===== src/design/bf3_pkg.sv =====
`timescale 1ns / 1ps

package bf3_pkg;

  // Field widths
  localparam int CH_W        = 16;
  localparam int PIX_W       = 3 * CH_W;
  localparam int SUM_W       = 20;          // holds nine 16-bit channel values
  localparam int COORD_W     = 10;
  localparam int DIM_W       = 11;
  localparam int IN_TDATA_W  = 48;
  localparam int OUT_TDATA_W = 72;
  localparam int OUT_PAD_W   = OUT_TDATA_W - PIX_W - 2 * COORD_W;

  // Defaults
  localparam int MAX_DIM_DEFAULT = 1024;
  localparam int DIM_RESET       = 512;

  // Reciprocals of the neighbor counts, scaled by 2^RECIP_SH, rounded up.
  // Exact for every dividend below 2^SUM_W.
  localparam int RECIP_W  = 25;
  localparam int RECIP_SH = 24;
  localparam logic [RECIP_W-1:0] RECIP_1 = 25'd16777216;
  localparam logic [RECIP_W-1:0] RECIP_2 = 25'd8388608;
  localparam logic [RECIP_W-1:0] RECIP_3 = 25'd5592406;
  localparam logic [RECIP_W-1:0] RECIP_4 = 25'd4194304;
  localparam logic [RECIP_W-1:0] RECIP_6 = 25'd2796203;
  localparam logic [RECIP_W-1:0] RECIP_9 = 25'd1864136;

  // Position and neighbor-inclusion flags of the pixel being averaged
  typedef struct packed {
    logic               produce;
    logic               top;
    logic               bot;
    logic               left;
    logic               right;
    logic               last;
    logic [COORD_W-1:0] row;
    logic [COORD_W-1:0] col;
  } pos_t;

  // Channel sums waiting for the divide
  typedef struct packed {
    logic [SUM_W-1:0]   sum_r;
    logic [SUM_W-1:0]   sum_g;
    logic [SUM_W-1:0]   sum_b;
    logic [RECIP_W-1:0] recip;
    logic [COORD_W-1:0] row;
    logic [COORD_W-1:0] col;
    logic               last;
  } acc_t;

  // Reciprocal for a window of rows x cols neighbors (each 1..3)
  function automatic logic [RECIP_W-1:0] recip_of(logic [1:0] rows, logic [1:0] cols);
    logic [RECIP_W-1:0] r;
    unique case ({rows, cols})
      4'b0110, 4'b1001: r = RECIP_2;
      4'b0111, 4'b1101: r = RECIP_3;
      4'b1010:          r = RECIP_4;
      4'b1011, 4'b1110: r = RECIP_6;
      4'b1111:          r = RECIP_9;
      default:          r = RECIP_1;
    endcase
    return r;
  endfunction

endpackage


===== src/design/bf3_mean.sv =====
`timescale 1ns / 1ps

// Divides the sums by the neighbor count (reciprocal multiply) and holds
// the result in the output register.
module bf3_mean
  import bf3_pkg::*;
(
  input  logic                   clk,
  input  logic                   rst,
  input  logic                   in_valid,
  output logic                   in_ready,
  input  acc_t                   acc,
  output logic                   m_axis_tvalid,
  input  logic                   m_axis_tready,
  output logic [OUT_TDATA_W-1:0] m_axis_tdata,  // red, green, blue, out_row, out_col
  output logic                   m_axis_tlast   // last_of_frame
);

  localparam int PROD_W = SUM_W + RECIP_W;

  logic [PROD_W-1:0] prod_r;
  logic [PROD_W-1:0] prod_g;
  logic [PROD_W-1:0] prod_b;

  assign prod_r = PROD_W'(acc.sum_r) * PROD_W'(acc.recip);
  assign prod_g = PROD_W'(acc.sum_g) * PROD_W'(acc.recip);
  assign prod_b = PROD_W'(acc.sum_b) * PROD_W'(acc.recip);

  assign in_ready = !m_axis_tvalid || m_axis_tready;

  always_ff @(posedge clk) begin
    if (rst) begin
      m_axis_tvalid <= 1'b0;
    end else if (in_valid && in_ready) begin
      m_axis_tvalid <= 1'b1;
    end else if (m_axis_tready) begin
      m_axis_tvalid <= 1'b0;
    end
  end

  always_ff @(posedge clk) begin
    if (in_valid && in_ready) begin
      m_axis_tdata <= {{OUT_PAD_W{1'b0}}, acc.col, acc.row,
                       prod_b[RECIP_SH +: CH_W],
                       prod_g[RECIP_SH +: CH_W],
                       prod_r[RECIP_SH +: CH_W]};
      m_axis_tlast <= acc.last;
    end
  end

endmodule


===== config.mk =====
export PLATFORM = sky130hd
export DESIGN_NAME = bf3_mean
export DESIGN_NICKNAME = d
export VERILOG_FILES = /design/src/design/bf3_pkg.sv /design/src/design/bf3_mean.sv
export SDC_FILE = /design/constraint.sdc
export NUM_CORES = 2
export LEC_CHECK = 0
export BUFFER_PORTS_ARGS = -buffer_cell sky130_fd_sc_hd__buf_2
export CAP_MARGIN = 20
export CORE_MARGIN = 2
export CORE_UTILIZATION = 55
export DETAILED_ROUTE_END_ITERATION = 8
export PLACE_DENSITY = 0.72
export SKIP_CTS_REPAIR_TIMING = 1
export SLEW_MARGIN = 20
export SYNTH_ARGS = -nofsm -noshare
export SYNTH_HDL_FRONTEND = slang
export SYNTH_SLANG_ARGS = --single-unit

===== constraint.sdc =====
create_clock -name clk -period 8.06 [get_ports clk]
set_input_delay 0.403 -clock clk [delete_from_list [all_inputs] [get_ports clk]]
set_output_delay 0.403 -clock clk [all_outputs]
set_load 0.02 [all_outputs]

==> Word level (Yosys, flattened, before mapping) <==
Cells that the tools add are included.
{ "totals": {"regBits": 70, "input_bits": 110} }
{ "op_classes": {"mul": 3, "muxes": 2, "n_reduce_logical": 4} }
{ "ops": {"columns": ["cell", "count"], "rows": [
  ["$mul A20 B25 Y40", 3],
  ["$mux W1", 2],
  ["$reduce_bool A2 Y1", 1],
  ["$logic_and A1 B1 Y1", 1],
  ["$logic_not A1 Y1", 1],
  ["$logic_or A1 B1 Y1", 1]
]} }

==> Depth between registers and ports, before layout <==
{ "logic_depth": {"ltp_word": 4, "depth_mapped": 26, "mapped_depth_nobuf": 24} }

==> Least setup slack after synthesis <==
OpenSTA, ideal clock, no wires.
{ "synth_timing": {"kind": "in2reg", "startpoint": "in acc[29] in the netlist's numbering", "endpoint": "reg m_axis_tdata[31], data pin", "setup_ns": 0.263, "t_arrival_ns": 6.471, "required_time_ns": 7.797, "setup_slack_ns": 1.326, "cell_stages": 25, "n_path_buf": 2, "cell_sequence": "clkbuf_1 > clkbuf_1 > and2_1 > fa_1 > fa_1 > inv_1 > fa_1 > inv_1 > fa_1 > inv_1 > fa_1 > inv_1 > fa_1 > inv_1 > fa_1 > inv_1 > ha_1 > nand4_1 > a211o_1 > a31oi_1 > o211ai_1 > a2111o_1 > a211oi_4 > a311oi_1 > xnor2_1"} }
{ "synth_via": {"elab_chain_cells": 1} }
{ "synth_lines": {"columns": ["element", "line", "source"], "rows": [
  ["start, declared", "bf3_mean.sv:12", "input acc_t acc,"],
  ["$mul A20 B25 Y40", "bf3_mean.sv:26", "assign prod_g = PROD_W'(acc.sum_g) * PROD_W'(acc.recip);"],
  ["net prod_g[39]", "bf3_mean.sv:22", "logic [PROD_W-1:0] prod_g;"],
  ["end signal, assigned", "bf3_mean.sv:43", "m_axis_tdata <= {{OUT_PAD_W{1'b0}}, acc.col, acc.row,"],
  ["end, declared", "bf3_mean.sv:15", "output logic [OUT_TDATA_W-1:0] m_axis_tdata,"]
]} }
The timed path passes the listed nets, and every way through them passes these cells.
A chain may end at the register's enable or synchronous reset.

==> Worst setup path in the final report <==
{ "layout_timing": {"startpoint": "in acc[36] in the netlist's numbering", "endpoint": "reg m_axis_tdata[31], data pin"} }
The elaborated chain is that of the path after synthesis.

==> impl_results.md <==
* Share of layout cells above drive strength 1 at 5.78%
* Worst R2R Start: m_axis_tvalid
* Initial DRC count at 1885
* Mapped Area at 46600 um^2
* Skew final at 0.0151 ns
* Area leader, netlist: fa_1
* Die Area at 87100 um^2
* Reg clk slew, reported paths at 0.07 ns
* Total CTS buffers at 9
* Seq/Total Area, Yosys at 4.49%
* Drt drc at 0
* Synth-to-layout area growth at 4.97%
* Post-Syn Area per Cell at 9.16 um^2
* Pin count of the biggest net entering global routing at 70
* Root buffer cell: clkbuf_16
* Yosys top cell area share at 51.6%
* CTS tree: yes
* CP arrival at 7.37 ns
* Initial antenna violation count at 3
* CP endpoint kind: flop
* Die Wd at 295 um
* Hold WC Path Type: input port to flop
* Worst skew pair latency at 0.39 ns
* Yosys warnings at 0
* Clock Tree Buf Depth at 2
* Num Clock Sinks at 70
* Vias in the first global route at 36700
* Die Y at 295 um
* I/O Buffers at 180
* WL per Instance at 18.0 um
* RSZ-0062 raised after global routing: no
* Max Slew Vio Count at 0
* Max cap viols at 0
* Setup Crit Path Kind: input port to flop
* Crit path time final at 7.24 ns
* Main synth FF type: edfxtp_1
* DR pass1 iterations at 7
* Outcome: finished, final reports clean
* Period utilization at 89.8%
* Netlist cell types at 57
* Grt ovf at 0
* Vias at 32900
* Final hold violation count at 0
* Setup_tns at 0 ns
* Synthesized flop and latch total at 70
* Placement Rows at 106
* Via density at 5.29
* Core area at 83800 um^2
* Number of flops mapped to enable cells by yosys at 69
* Worst Path Max Fanout at 36
* H-tree levels at 3
* Final setup viols at 0
* Slew @ Worst Pin at 1.08 ns
* Routability cong. at 0.895
* Ys async rst share at 0%
* Global-route wire length before repair at 189 mm
* FF-to-FF setup slack at 6.49 ns
* R2R depth at 3
* Crit path largest cell delay at 0.75 ns
* CP startpoint: acc[36]
* Worst Setup EP: m_axis_tdata[31]
* Initial Util at 55.6%
* # IOs at 185
* Top cells by area, synth: fa_1 (52%), inv_1 (11%), and2_1 (9.9%), ha_1 (9.8%), nand2_1 (6.1%)
* FMAX at 0.138 GHz
* Detailed Place HPWL at 90.0 mm
* Worst Path Required at 8.19 ns
* DRT antenna net count at 0
* Most frequent cells in the layout: inv_1 (1319), fa_1 (1203), nand2_1 (755), and2_1 (739), ha_1 (366)
* CP most frequent cell: fa_1
* GRT Resource Usage Total at 27.6%
* Type of origin of the critical path: input port
* Worst relative slew slack at 28.1%
* Cell count after synthesis at 5091
* Crit-path cells: buf_2, buf_4, nand2_1, fa_1, inv_1, fa_1, inv_1, fa_1, inv_1, fa_1, fa_1, fa_1, fa_1, ha_1, a21oi_1, o21a_1, nor2_1, nor4b_2, a2111o_1, a211oi_4, a311oi_1, xnor2_1
* Post-Route WL at 112 mm
* Slowest-stage cell, CP: buf_2
* Commonest non-fill, non-tap cell in the layout: inv_1
* Final #Nets at 6763
* Critical R2R Capture: m_axis_tdata[41]
## final cells by class
| cell class | count | area [um^2] |
|---|---|---|
| multi-input cells | 3419 | 38500 |
| flip-flops and latches | 70 | 2090 |
| repair buffers | 265 | 1660 |
| well taps | 1134 | 1420 |
| inverters | 1319 | 4950 |
| clock inverters | 6 | 68.8 |
| diodes | 2 | 5.00 |
| fillers | 7416 | 34900 |
| clock buffers | 10 | 239 |
## flip-flops by register name, indices dropped and copies added, names as in the netlist
register and flops:
m_axis_tdata 68, m_axis_tvalid 1, m_axis_tlast 1
## worst min-delay path by stage
| stage | startpoint | endpoint | slack [ns] | depth (start not counted) |
|---|---|---|---|---|
| after floorplan | rst | m_axis_tvalid | 0.47 | 1 |
| after global placement | m_axis_tvalid | m_axis_tvalid | 0.50 | 2 |
| after detailed placement | m_axis_tvalid | m_axis_tvalid | 0.51 | 2 |
| after CTS | rst | m_axis_tvalid | 0.13 | 2 |
| after global routing | rst | m_axis_tvalid | 0.15 | 2 |
| final | rst | m_axis_tvalid | 0.16 | 2 |
## kinds of logic after synthesis
group,synth area share [%]
and+or+nand+nor,17.1
muxes,0.0215
other,0.00804
DFF,4.49
AOI/OAI and AO/OA,2.53
adders and majority gates,61.5
buffers and inverters,13.0
xor gates and xnor gates,1.39
## cells in the mapped netlist (11+ instances only)
| library cell | count |
|---|---|
| nand2_1 | 755 |
| o21ai_0 | 28 |
| a21o_1 | 25 |
| xnor2_1 | 53 |
| xor2_1 | 21 |
| fa_1 | 1203 |
| and2_1 | 740 |
| a21oi_1 | 55 |
| nand4_1 | 11 |
| nor2_1 | 35 |
| edfxtp_1 | 69 |
| inv_1 | 1319 |
| clkbuf_1 | 281 |
| ha_1 | 366 |
## critical path: cells and delay by family
kind	cells	cell delay, ns
adders and majority gates	8	3.82
AOI/OAI and AO/OA	5	1.38
buffers and inverters	5	1.26
and+or+nand+nor	3	0.33
xor gates and xnor gates	1	0.15
## per-stage QoR
step	area (um^2)	instances	worst slack, ns	utilization [%]	hold WS (ns)
after floorplan	46600	5094	1.33	-	0.472
after global placement	48600	6206	0.604	58.0	0.502
after detailed placement	48600	6206	0.475	58.0	0.512
after CTS	48900	6222	0.881	58.4	0.134
after global routing	48900	6224	0.473	58.4	0.147
final	48900	6225	0.820	58.4	0.156
## routing by layer
layer | part of all wire [%] | GRT usage (%) | wire length [um] | vias up
li1 | - | - | - | 14500
met1 | 41 | 37.3 | 46100 | 17300
met2 | 51 | 47.9 | 57100 | 982
met3 | 5.4 | 2.76 | 6010 | 159
met4 | 2.5 | 7.48 | 2760 | 4
met5 | 0.021 | 0 | 24 | -
Power is left out: the tool's default activity adds up to more than one toggle a clock period on the data nets, which glitch-free logic cannot reach.
